<file path="src/clkr_pkg.sv">
// Shared types, codes and keyword table for the console line keyword router.
package clkr_pkg;

    // Result kinds on the output stream
    typedef enum logic [1:0] {
        KIND_ECHO = 2'd0,
        KIND_LINE = 2'd1,
        KIND_DROP = 2'd2
    } kind_t;

    // Console byte codes
    localparam logic [7:0] CH_NUL = 8'h00;
    localparam logic [7:0] CH_BS  = 8'h08;
    localparam logic [7:0] CH_LF  = 8'h0A;
    localparam logic [7:0] CH_CR  = 8'h0D;
    localparam logic [7:0] CH_SP  = 8'h20;
    localparam logic [7:0] CH_DEL = 8'h7F;

    // Keyword table geometry
    localparam int KW_COUNT = 26;
    localparam int KW_IDX_W = 5;
    localparam int WLEN_W   = 5;   // word length counter, word stops at 31 characters

    // Matcher control from the sequencer
    typedef struct packed {
        logic       clr;
        logic       step;
        logic [7:0] ch;
    } kw_ctrl_t;

    // Matcher status back to the sequencer
    typedef struct packed {
        logic matched;
        logic word_full;
    } kw_stat_t;

    // Space, TAB, LF, VT, FF and CR
    function automatic logic is_space(input logic [7:0] b);
        is_space = (b == CH_SP) || (b inside {[8'h09:8'h0D]});
    endfunction

    // Keyword text, right-justified: first character in the highest used byte
    function automatic logic [55:0] kw_text(input logic [KW_IDX_W-1:0] k);
        case (k)
            5'd0:    kw_text = 56'("page");
            5'd1:    kw_text = 56'("meow");
            5'd2:    kw_text = 56'("reboot");
            5'd3:    kw_text = 56'("dfu");
            5'd4:    kw_text = 56'("lua_lf");
            5'd5:    kw_text = 56'("lua_k");
            5'd6:    kw_text = 56'("lua");
            5'd7:    kw_text = 56'("paint");
            5'd8:    kw_text = 56'("display");
            5'd9:    kw_text = 56'("info");
            5'd10:   kw_text = 56'("ls");
            5'd11:   kw_text = 56'("clear");
            5'd12:   kw_text = 56'("history");
            5'd13:   kw_text = 56'("resize");
            5'd14:   kw_text = 56'("help");
            5'd15:   kw_text = 56'("kernel");
            5'd16:   kw_text = 56'("stats");
            5'd17:   kw_text = 56'("date");
            5'd18:   kw_text = 56'("device");
            5'd19:   kw_text = 56'("devmem");
            5'd20:   kw_text = 56'("rem");
            5'd21:   kw_text = 56'("retval");
            5'd22:   kw_text = 56'("shell");
            5'd23:   kw_text = 56'("lpm");
            5'd24:   kw_text = 56'("hpm");
            5'd25:   kw_text = 56'("fps");
            default: kw_text = '0;
        endcase
    endfunction

    // Keyword length in characters
    function automatic logic [2:0] kw_len(input logic [KW_IDX_W-1:0] k);
        case (k)
            5'd0, 5'd1, 5'd9, 5'd14, 5'd17:           kw_len = 3'd4;
            5'd2, 5'd4, 5'd13, 5'd15, 5'd18, 5'd19,
            5'd21:                                    kw_len = 3'd6;
            5'd3, 5'd6, 5'd20, 5'd23, 5'd24, 5'd25:   kw_len = 3'd3;
            5'd5, 5'd7, 5'd11, 5'd16, 5'd22:          kw_len = 3'd5;
            5'd8, 5'd12:                              kw_len = 3'd7;
            5'd10:                                    kw_len = 3'd2;
            default:                                  kw_len = 3'd0;
        endcase
    endfunction

    // Character j of keyword k, zero past its end
    function automatic logic [7:0] kw_char(input logic [KW_IDX_W-1:0] k,
                                           input logic [2:0] j);
        logic [55:0] s;
        logic [2:0]  n;
        logic [2:0]  pos;
        s   = kw_text(k);
        n   = kw_len(k);
        pos = n - 3'd1 - j;
        if (j < n)
            kw_char = s[{pos, 3'b000} +: 8];
        else
            kw_char = CH_NUL;
    endfunction

endpackage

</file>
<file path="src/clkr_line_mem.sv">
// Line character store: one write port, one registered read port.
module clkr_line_mem #(
    parameter int DEPTH = 63,
    parameter int AW    = 6
) (
    input  logic          clk,
    input  logic          wr_en,
    input  logic [AW-1:0] wr_addr,
    input  logic [7:0]    wr_data,
    input  logic          rd_en,
    input  logic [AW-1:0] rd_addr,
    output logic [7:0]    rd_data
);

    logic [7:0] mem [DEPTH];
    logic [7:0] rd_data_reg;

    // Write port
    always_ff @(posedge clk)
    begin
        if (wr_en)
            mem[wr_addr] <= wr_data;
    end

    // Registered read, holds between reads
    always_ff @(posedge clk)
    begin
        if (rd_en)
            rd_data_reg <= mem[rd_addr];
    end

    assign rd_data = rd_data_reg;

endmodule

</file>
<file path="src/clkr_kw_match.sv">
// Keyword matcher: narrows a candidate mask one word character per step.
module clkr_kw_match (
    input  logic              clk,
    input  logic              rst_n,
    input  clkr_pkg::kw_ctrl_t ctrl,
    output clkr_pkg::kw_stat_t stat
);

    logic [clkr_pkg::KW_COUNT-1:0] cand_reg;
    logic [clkr_pkg::KW_COUNT-1:0] cand_next;
    logic [clkr_pkg::WLEN_W-1:0]   wlen_reg;
    logic [clkr_pkg::WLEN_W-1:0]   wlen_next;
    logic [clkr_pkg::KW_COUNT-1:0] len_hit;

    // Column compare against every keyword; no keyword reaches position 7
    always_comb
    begin
        cand_next = cand_reg;
        wlen_next = wlen_reg;
        if (ctrl.clr)
        begin
            cand_next = '1;
            wlen_next = '0;
        end
        else if (ctrl.step)
        begin
            for (int k = 0; k < clkr_pkg::KW_COUNT; k++)
            begin
                cand_next[k] = cand_reg[k] && (wlen_reg[4:3] == 2'b00) &&
                    (clkr_pkg::kw_char(clkr_pkg::KW_IDX_W'(k), wlen_reg[2:0]) == ctrl.ch);
            end
            wlen_next = wlen_reg + clkr_pkg::WLEN_W'(1);
        end
    end

    // A surviving candidate matches when its length equals the word length
    always_comb
    begin
        for (int k = 0; k < clkr_pkg::KW_COUNT; k++)
        begin
            len_hit[k] = cand_reg[k] &&
                ({2'b00, clkr_pkg::kw_len(clkr_pkg::KW_IDX_W'(k))} == wlen_reg);
        end
    end

    always_ff @(posedge clk or negedge rst_n)
    begin
        if (!rst_n)
        begin
            cand_reg <= '0;
            wlen_reg <= '0;
        end
        else
        begin
            cand_reg <= cand_next;
            wlen_reg <= wlen_next;
        end
    end

    assign stat.matched   = |len_hit;
    assign stat.word_full = (wlen_reg == {clkr_pkg::WLEN_W{1'b1}});

endmodule

</file>
<file path="src/console_line_keyword_router.sv">
// Console line keyword router: line assembly, keyword routing and output stream.
//
// Usage: console bytes enter on the s_axis channel, one byte per transfer, with
// s_axis_tuser carrying the command queue full flag. Results leave on m_axis:
// echo bytes, routed line bytes and dropped notices; m_axis_tlast marks the
// final result caused by one input byte. A backspace on an empty line gives
// no result at all.
// Timing: one byte at a time. s_axis_tready is high only while the sequencer
// is idle. An ordinary byte is echoed once captured; a backspace is echoed
// as backspace, space, backspace. A line end on a non-empty line first scans
// the line for its first word through the single line store read port, one
// read per byte scanned (leading whitespace plus the word), then streams the
// line, or drops it with a notice if a keyword matched with the queue full.
// One output register parts the two sides: a stalled receiver holds the
// current result, and the sequencer waits before issuing the next one.
// Reset: the line is emptied and the output valid is cleared; the line
// store contents are not cleared.
module console_line_keyword_router #(
    parameter int LINE_BYTES = 64
) (
    input  logic       clk,
    input  logic       rst_n,
    input  logic       s_axis_tvalid,
    output logic       s_axis_tready,
    input  logic [7:0] s_axis_tdata,   // [7:0] rx_byte
    input  logic       s_axis_tuser,   // [0] command_queue_full
    output logic       m_axis_tvalid,
    input  logic       m_axis_tready,
    output logic [7:0] m_axis_tdata,   // [7:0] value
    output logic [2:0] m_axis_tuser,   // [1:0] kind, [2] destination
    output logic       m_axis_tlast
);

    localparam int             DEPTH = LINE_BYTES - 1;
    localparam int             LEN_W = $clog2(LINE_BYTES);
    localparam logic [LEN_W-1:0] CAP = LEN_W'(LINE_BYTES - 1);

    typedef enum logic [8:0] {
        S_IDLE  = 9'b000000001,
        S_ECHO  = 9'b000000010,
        S_BS1   = 9'b000000100,
        S_BS2   = 9'b000001000,
        S_RD    = 9'b000010000,
        S_CHK   = 9'b000100000,
        S_ROUTE = 9'b001000000,
        S_SRD   = 9'b010000000,
        S_SEND  = 9'b100000000
    } state_t;

    state_t             state_reg, state_next;
    logic [LEN_W-1:0]   len_reg, len_next;
    logic [LEN_W-1:0]   p_reg, p_next;
    logic [LEN_W-1:0]   p_inc;
    logic               in_word_reg, in_word_next;
    logic [7:0]         c_reg;
    logic               qf_reg;

    logic               out_valid_reg;
    clkr_pkg::kind_t    out_kind_reg;
    logic [7:0]         out_value_reg;
    logic               out_dest_reg;
    logic               out_last_reg;

    logic               out_free;
    logic               emit;
    clkr_pkg::kind_t    emit_kind;
    logic [7:0]         emit_value;
    logic               emit_dest;
    logic               emit_last;

    logic               wr_en;
    logic               rd_en;
    logic [7:0]         rd_data;
    clkr_pkg::kw_ctrl_t kw_ctrl;
    clkr_pkg::kw_stat_t kw_stat;

    logic               is_bs;
    logic               is_eol;
    logic               sp;
    logic               adv;

    clkr_line_mem #(
        .DEPTH (DEPTH),
        .AW    (LEN_W)
    ) u_mem (
        .clk     (clk),
        .wr_en   (wr_en),
        .wr_addr (len_reg),
        .wr_data (c_reg),
        .rd_en   (rd_en),
        .rd_addr (p_reg),
        .rd_data (rd_data)
    );

    clkr_kw_match u_match (
        .clk   (clk),
        .rst_n (rst_n),
        .ctrl  (kw_ctrl),
        .stat  (kw_stat)
    );

    assign s_axis_tready = (state_reg == S_IDLE);
    assign out_free      = !out_valid_reg || m_axis_tready;
    assign p_inc         = p_reg + LEN_W'(1);
    assign is_bs         = (c_reg == clkr_pkg::CH_BS) || (c_reg == clkr_pkg::CH_DEL);
    assign is_eol        = (c_reg == clkr_pkg::CH_LF) || (c_reg == clkr_pkg::CH_CR);
    assign sp            = clkr_pkg::is_space(rd_data);

    // Sequencer
    always_comb
    begin
        state_next   = state_reg;
        len_next     = len_reg;
        p_next       = p_reg;
        in_word_next = in_word_reg;
        emit         = 1'b0;
        emit_kind    = clkr_pkg::KIND_ECHO;
        emit_value   = c_reg;
        emit_dest    = 1'b0;
        emit_last    = 1'b0;
        wr_en        = 1'b0;
        rd_en        = 1'b0;
        kw_ctrl      = '0;
        adv          = 1'b0;

        case (state_reg)
            S_IDLE:
            begin
                if (s_axis_tvalid)
                    state_next = S_ECHO;
            end

            S_ECHO:
            begin
                if (is_bs)
                begin
                    if (len_reg == '0)
                        state_next = S_IDLE;
                    else if (out_free)
                    begin
                        emit       = 1'b1;
                        emit_value = clkr_pkg::CH_BS;
                        len_next   = len_reg - LEN_W'(1);
                        state_next = S_BS1;
                    end
                end
                else if (out_free)
                begin
                    emit = 1'b1;
                    if (is_eol)
                    begin
                        emit_last = (len_reg == '0);
                        if (len_reg == '0)
                            state_next = S_IDLE;
                        else
                        begin
                            p_next       = '0;
                            in_word_next = 1'b0;
                            kw_ctrl.clr  = 1'b1;
                            state_next   = S_RD;
                        end
                    end
                    else
                    begin
                        emit_last = 1'b1;
                        if (len_reg < CAP)
                        begin
                            wr_en    = 1'b1;
                            len_next = len_reg + LEN_W'(1);
                        end
                        state_next = S_IDLE;
                    end
                end
            end

            S_BS1:
            begin
                if (out_free)
                begin
                    emit       = 1'b1;
                    emit_value = clkr_pkg::CH_SP;
                    state_next = S_BS2;
                end
            end

            S_BS2:
            begin
                if (out_free)
                begin
                    emit       = 1'b1;
                    emit_value = clkr_pkg::CH_BS;
                    emit_last  = 1'b1;
                    state_next = S_IDLE;
                end
            end

            // Word scan: skip leading whitespace, then feed word characters
            S_RD:
            begin
                rd_en      = 1'b1;
                state_next = S_CHK;
            end

            S_CHK:
            begin
                if (!in_word_reg && sp)
                    adv = 1'b1;
                else if (!sp && (rd_data != clkr_pkg::CH_NUL) && !kw_stat.word_full)
                begin
                    kw_ctrl.step = 1'b1;
                    kw_ctrl.ch   = rd_data;
                    in_word_next = 1'b1;
                    adv          = 1'b1;
                end
                if (adv && (p_inc != len_reg))
                begin
                    p_next     = p_inc;
                    state_next = S_RD;
                end
                else
                    state_next = S_ROUTE;
            end

            S_ROUTE:
            begin
                if (kw_stat.matched && qf_reg)
                begin
                    if (out_free)
                    begin
                        emit       = 1'b1;
                        emit_kind  = clkr_pkg::KIND_DROP;
                        emit_value = clkr_pkg::CH_NUL;
                        emit_last  = 1'b1;
                        len_next   = '0;
                        state_next = S_IDLE;
                    end
                end
                else
                begin
                    p_next     = '0;
                    state_next = S_SRD;
                end
            end

            // Line stream
            S_SRD:
            begin
                rd_en      = 1'b1;
                state_next = S_SEND;
            end

            S_SEND:
            begin
                if (out_free)
                begin
                    emit       = 1'b1;
                    emit_kind  = clkr_pkg::KIND_LINE;
                    emit_value = rd_data;
                    emit_dest  = !kw_stat.matched;
                    emit_last  = (p_inc == len_reg);
                    if (p_inc == len_reg)
                    begin
                        len_next   = '0;
                        state_next = S_IDLE;
                    end
                    else
                    begin
                        p_next     = p_inc;
                        state_next = S_SRD;
                    end
                end
            end

            default:
            begin
                state_next = S_IDLE;
            end
        endcase
    end

    // Control state
    always_ff @(posedge clk or negedge rst_n)
    begin
        if (!rst_n)
        begin
            state_reg   <= S_IDLE;
            len_reg     <= '0;
            p_reg       <= '0;
            in_word_reg <= 1'b0;
        end
        else
        begin
            state_reg   <= state_next;
            len_reg     <= len_next;
            p_reg       <= p_next;
            in_word_reg <= in_word_next;
        end
    end

    // Input byte capture on transfer
    always_ff @(posedge clk)
    begin
        if (s_axis_tvalid && s_axis_tready)
        begin
            c_reg  <= s_axis_tdata;
            qf_reg <= s_axis_tuser;
        end
    end

    // Output register valid
    always_ff @(posedge clk or negedge rst_n)
    begin
        if (!rst_n)
            out_valid_reg <= 1'b0;
        else if (emit)
            out_valid_reg <= 1'b1;
        else if (m_axis_tready)
            out_valid_reg <= 1'b0;
    end

    // Output register payload
    always_ff @(posedge clk)
    begin
        if (emit)
        begin
            out_kind_reg  <= emit_kind;
            out_value_reg <= emit_value;
            out_dest_reg  <= emit_dest;
            out_last_reg  <= emit_last;
        end
    end

    assign m_axis_tvalid = out_valid_reg;
    assign m_axis_tdata  = out_value_reg;
    assign m_axis_tuser  = {out_dest_reg, out_kind_reg};
    assign m_axis_tlast  = out_last_reg;

endmodule
</file>
<file path="config.mk">
export PLATFORM = sky130hd
export DESIGN_NAME = console_line_keyword_router
export DESIGN_NICKNAME = d
export VERILOG_FILES = /design/src/clkr_pkg.sv /design/src/clkr_line_mem.sv /design/src/clkr_kw_match.sv /design/src/console_line_keyword_router.sv
export SDC_FILE = /design/constraint.sdc
export NUM_CORES = 1
export LEC_CHECK = 0
export ABC_AREA = 1
export BUFFER_PORTS_ARGS = -buffer_cell sky130_fd_sc_hd__buf_2
export CAP_MARGIN = 15
export CORE_ASPECT_RATIO = 1.25
export CORE_MARGIN = 1.5
export CORE_UTILIZATION = 69
export CTS_CLUSTER_SIZE = 14
export DETAILED_ROUTE_END_ITERATION = 10
export PLACE_DENSITY = 0.86
export SETUP_SLACK_MARGIN = 0.3
export SLEW_MARGIN = 10
export SYNTH_ARGS = -nofsm -noshare
export SYNTH_HDL_FRONTEND = slang
export SYNTH_HIERARCHICAL = 1
export SYNTH_SLANG_ARGS = --single-unit
</file>
<file path="constraint.sdc">
create_clock -name clk -period 7.5 [get_ports clk]
set_input_delay 0.375 -clock clk [delete_from_list [all_inputs] [get_ports clk]]
set_output_delay 0.375 -clock clk [all_outputs]
set_load 0.005 [all_outputs]
</file>
Yosys cells after proc, flatten, opt, wreduce, memory -nomap -nowiden

Memories as Yosys holds them, arrays and structs flattened. A register that Yosys moved wholly into a read port is not among the register bits.
Index checks and enable logic that the tools add are counted.
Widths: inputs -> output; s select.

Bits in registers: 75
Bits in latches: 0
RAM bits: 504
Bits in read-only memories: 0
Output and inout port bits: 14
Word-level logic and storage cells: 474
Memories kept: 1

Add/subtract/negate cells: 16
Multipliers: 0
Divide/modulo/power cells: 0
$lt $le $gt $ge: 9
Equal/unequal tests: 69
Shift operators: 26
Muxes and demuxes: 230
Bitwise gates (word level): 0
Reductions and logical operators: 110

Memory list:

| memory    | depth | width | rd ports | clocked after memory_dff | wr ports | line                | source |
|---|---|---|---|---|---|---|---|
| u_mem.mem | 63    | 8     | 1        | 1                        | 1        | clkr_line_mem.sv:15 | `logic [7:0] mem [DEPTH];` |

Operator list:

| kind                | count |
|---|---|
| $mux 56             | 52 |
| $shiftx 56x7->8     | 26 |
| $mux 8              | 86 |
| $eq 8x8->1          | 26 |
| $mux 9              | 13 |
| $mux 6              | 18 |
| $logic_and 1x1->1   | 85 |
| $pmux 9 s9          | 1 |
| $mux 26             | 2 |
| $pmux 8 s5          | 1 |
| $mux 3              | 12 |
| $mux 1              | 33 |
| $ne 2x2->1 const B  | 15 |
| $reduce_or 26->1    | 1 |
| $eq 8x4->1 const B  | 3 |
| $pmux 6 s4          | 1 |
| $eq 3x5->1 const A  | 4 |
| $lt 3x3->1          | 6 |
| $pmux 6 s3          | 1 |
| $sub 3x1->3 const B | 6 |
| $sub 3x3->3         | 6 |
| $mux 5              | 3 |
| $ne 3x3->1 const B  | 5 |
| $add 6x1->6 const B | 2 |
| 41 further kinds    | 52 |

Longest topological paths before layout

Depth in word-level cells: 21
Depth in mapped cells: 21
Depth with buffers taken out: 20

Modules after synthesis

Netlist, hierarchy kept.

By module, submodules not included:

| module                      | times used | cells each | area an instance (um^2) |
|---|---|---|---|
| clkr_line_mem               | 1          | 1785       | 20951.3 |
| clkr_kw_match               | 1          | 707        | 4075.2 |
| console_line_keyword_router | 1          | 435        | 3253.1 |

Worst setup path before layout

Ideal clock, no wire load.

Kind: reg-to-reg
Start: reg c_reg[5]
End: mem u_mem.mem[32][0] (enable)
Library setup time: 0.395 ns
Arrival: 3.289 ns
Required time: 7.105 ns
Path slack: 3.817 ns
Stages on the path, launching flop included: 8
Path buffers: 1
Period minus slack after synthesis: 3.683 ns
Path through: edfxtp_1 -> nor2_1 -> nand4_1 -> nand2_4 -> nor4_1 -> clkbuf_1 -> nand4_1 -> nor4_1

Cells in the longest elaborated chain, start to end: 8

Ends and longest elaborated chain:

| item                             | line                               | source |
|---|---|---|
| start, declared                  | console_line_keyword_router.sv:55  | `logic [7:0] c_reg;` |
| start signal, assigned           | console_line_keyword_router.sv:305 | `c_reg <= s_axis_tdata;` |
| $eq 8x4->1                       | console_line_keyword_router.sv:106 | `assign is_eol = (c_reg == clkr_pkg::CH_LF) \|\| (c_reg == clkr_pkg::CH_CR);` |
| $logic_or 1x1->1                 | console_line_keyword_router.sv:106 |  |
| $mux 1                           | console_line_keyword_router.sv:150 | `if (is_eol)` |
| $mux 1                           | console_line_keyword_router.sv:147 | `else if (out_free)` |
| $mux 1 (*)                       | console_line_keyword_router.sv:135 | `if (is_bs)` |
| $mux 1 (*)                       | console_line_keyword_router.sv:126 | `case (state_reg)` |
| via wr_en                        | console_line_keyword_router.sv:71  | `logic wr_en;` |
| $mux 1 (*)                       | clkr_line_mem.sv:21                | `if (wr_en)` |
| $mux 1 (not written as such) (*) | clkr_line_mem.sv:22                | `mem[wr_addr] <= wr_data;` |
| end, declared                    | clkr_line_mem.sv:15                |  |

The timed path passes the listed nets; every way through them passes the cells marked *.

Worst setup path in the final report

Start: reg c_reg[1]
End: mem u_mem.mem[9][5] (enable)

Same word-level chain as after synthesis.

==> impl_metrics.toml <==
[die]
ioPinCount = 27
fp-row-count = 82
core_area_um2 = 40220
die_w_um = 184.1
die_h_um = 229.3
start_util_pct = 70.31
dieArea_um2 = 42220

[clocking]
cts_max_path_buffers = 3
ctsHoldBuffers = 10
path_clk_slew_ns = 0.07
clkSinkCount = 587
clk_latency_ns = 0.63
cts-root-buf = "clkbuf_16"
ctsResizeCount = 0
htreeDepth = 2
cts_tree = "built"
postCtsSetupRepairBufs = 0
cts_made_buffers = 55

[placement]
port_buffers = 26
hpwl_um = 46160
gp_congestion = 0.9996
place_area_um2 = 28500

[detailed_routing]
vias_per_cell = 6.338
drt-initial-drc-count = 2784
drtPass1Iterations = 8
route.detailed.drc = 0
wl_um = 75480
vias = 22150
ant_nets = 0
wl_per_cell_um = 21.60

[logic_synthesis]
yosysSeqAreaShare_pct = 61.38
syn-instance-count = 2927
yosysWarnings = 6
yosysUniqueCellTypes = 55
avgSynthCellArea_um2 = 9.662
syn-num-nets = 2967
mappedNetlistArea_um2 = 28280
yosys_register_bits = 587

[global_routing]
grt_pass1_vias = 21310
grt_pass1_wl_um = 116500
grt_overflow_total = 0
grtUsageTotal_pct = 36.36
grt_max_degree = 118
antenna_found_initial = 1

[worst_hold_path]
hp-class = "input port to flip-flop"

[worst_setup_path]
crit_fanout = 68
worstPathRequired_ns = 7.75
crit_arrival_ns = 4.52
cp_top_family = "simple AND/OR/NAND/NOR gates"
crit_type = "flip-flop to flip-flop"
max_stage_delay_ns = 0.99
worstPathCellList = "buf_4, nor2_1, nand4_1, nand2_4, nor4_1, buf_4, nand4_1, nor2_1"
start_kind = "flip-flop"
crit_buf_inv = 2
cp_slowest_cell = "nor2_1"
endpoint_kind = "flip-flop"

[timing]
slew_headroom_pct = 18.90
worst_slew_pin_slew_ns = 1.212
fin_tns_setup_ns = 0
period_share_pct = 56.86
finClkSkew_ns = 0.04974
rsz0062_at_grt = "no"
finalHoldViolations = 0
finalSetupViolCount = 0
maxSlewViolCount = 0
timing.fmax_ghz = 0.2345
final.min_clock_period_ns = 4.265

[finish]
nets = 2944
fillers = 2710
final_cell_area_um2 = 30300
largest_reg_flops = 504
layout_common_cells = "nand2_1 (985), nand3_1 (560), edfxtp_1 (533)"
final_common_cell = "nand2_1"
drive_gt1_share_pct = 7.567
area_delta_synth_final_pct = 7.154

[power]
p_leak_nw = 11.68
ir_drop_mv = 0.2403
p_per_area_nw_per_um2 = 254.8

[status]
status = "finished clean"

[flow_run]
cap_violations = 0
==> layout make-up <==
class | count | area [µm²] | share of cell area (%)
sequential | 587 | 17370 | 57.31
multi-input combinational | 2060 | 9554 | 31.53
clock buffer | 71 | 1458 | 4.810
tap | 546 | 683.2 | 2.254
timing repair buffer | 72 | 500.5 | 1.652
inverter | 128 | 491.7 | 1.623
clock inverter | 29 | 246.5 | 0.8134
antenna | 1 | 2.502 | 0.008258
==> cell usage after synthesis (all sizes together) <==
cell type / instances / area (µm²)
a21o: 1 / 7.510
a21oi: 35 / 197.7
a221oi: 1 / 8.760
a22oi: 1 / 7.510
a31oi: 3 / 18.77
buf: 125 / 779.5
clkbuf: 27 / 101.4
clkinv: 2 / 8.750
dfrtp: 53 / 1326
dfstp: 1 / 26.28
edfxtp: 533 / 16010
fa: 1 / 20.02
ha: 26 / 325.3
inv: 126 / 478.0
nand2: 1006 / 3854
nand3: 564 / 2843
nand3b: 5 / 37.54
nand4: 36 / 231.5
nor2: 242 / 1042
nor3: 22 / 120.1
nor3b: 1 / 7.510
nor4: 7 / 43.79
o211ai: 3 / 27.52
o21a: 4 / 30.03
o21ai: 43 / 252.8
o21bai: 4 / 30.03
o22ai: 5 / 31.28
o311ai: 1 / 8.760
o31ai: 3 / 22.52
o32ai: 1 / 8.760
or2: 4 / 25.02
or3: 2 / 12.51
or4: 1 / 7.510
xnor2: 9 / 78.83
xor2: 29 / 254.0
==> tightest hold or removal path, stage by stage <==
cell,delay [ns]
buf_2,0.08
inv_1,0.07
nand4_1,0.15
nand2_1,0.06
==> power by group <==
part | internal (mW) | total [mW] | switching [mW] | leakage [nW]
clock | 1.47 | 2.66 | 1.18 | 0.825
sequential | 3.76 | 3.86 | 0.101 | 5.41
combinational | 0.317 | 1.20 | 0.884 | 5.44
==> routing by layer <==
metal / global-route usage [%] / part of all wire (%)
met3: 6.026 / 11
met2: 59.30 / 48
met1: 47.00 / 35
met4: 19.21 / 5.8
met5: 0 / 0
==> per-stage QoR <==
| step | setup slack, ns | power, mW | hold slack (ns) | std cells | util, % |
|---|---|---|---|---|---|
| CTS | 3.463 | 7.708 | 0.07153 | 3493 | 75.34 |
| detailed placement | 3.549 | 5.084 | 0.4552 | 3383 | 70.85 |
| global placement | 3.750 | 5.058 | 0.4534 | 3383 | 70.85 |
| finish | 3.235 | 7.721 | 0.1192 | 3494 | 75.35 |
| floorplan | 3.817 | 4.727 | 0.07941 | 2927 | - |
| global route | 3.230 | 7.985 | 0.1110 | 3494 | 75.35 |
==> logic make-up (layout without fill, tap and decap cells) <==
| group | count (synthesis) | count (layout) | share of synthesized area [%] |
|---|---|---|---|
| xor+xnor | 38 | 38 | 1.177 |
| compound gates | 105 | 105 | 2.305 |
| fa+ha+maj | 27 | 27 | 1.221 |
| simple gates | 1890 | 1890 | 29.08 |
| other cells | 0 | 1 | 0 |
| flops | 587 | 587 | 61.38 |
| buf+inv | 280 | 300 | 4.836 |
==> path summary, 6_finish.rpt <==
path,from,end,slack (ns),cells past startpoint
worst min-delay path,s_axis_tvalid,state_reg[0],0.12,4
min in group asynchronous,rst_n,state_reg[5],0.43,3
worst max register to register,c_reg[1],u_mem/mem[9][5],3.24,8
worst max-delay path,c_reg[1],u_mem/mem[9][5],3.24,8
worst min register to register,u_match/cand_reg[0],u_match/cand_reg[0],0.47,2
max in group asynchronous,rst_n,p_reg[1],6.49,3
Power figures use the tool's default switching activity.
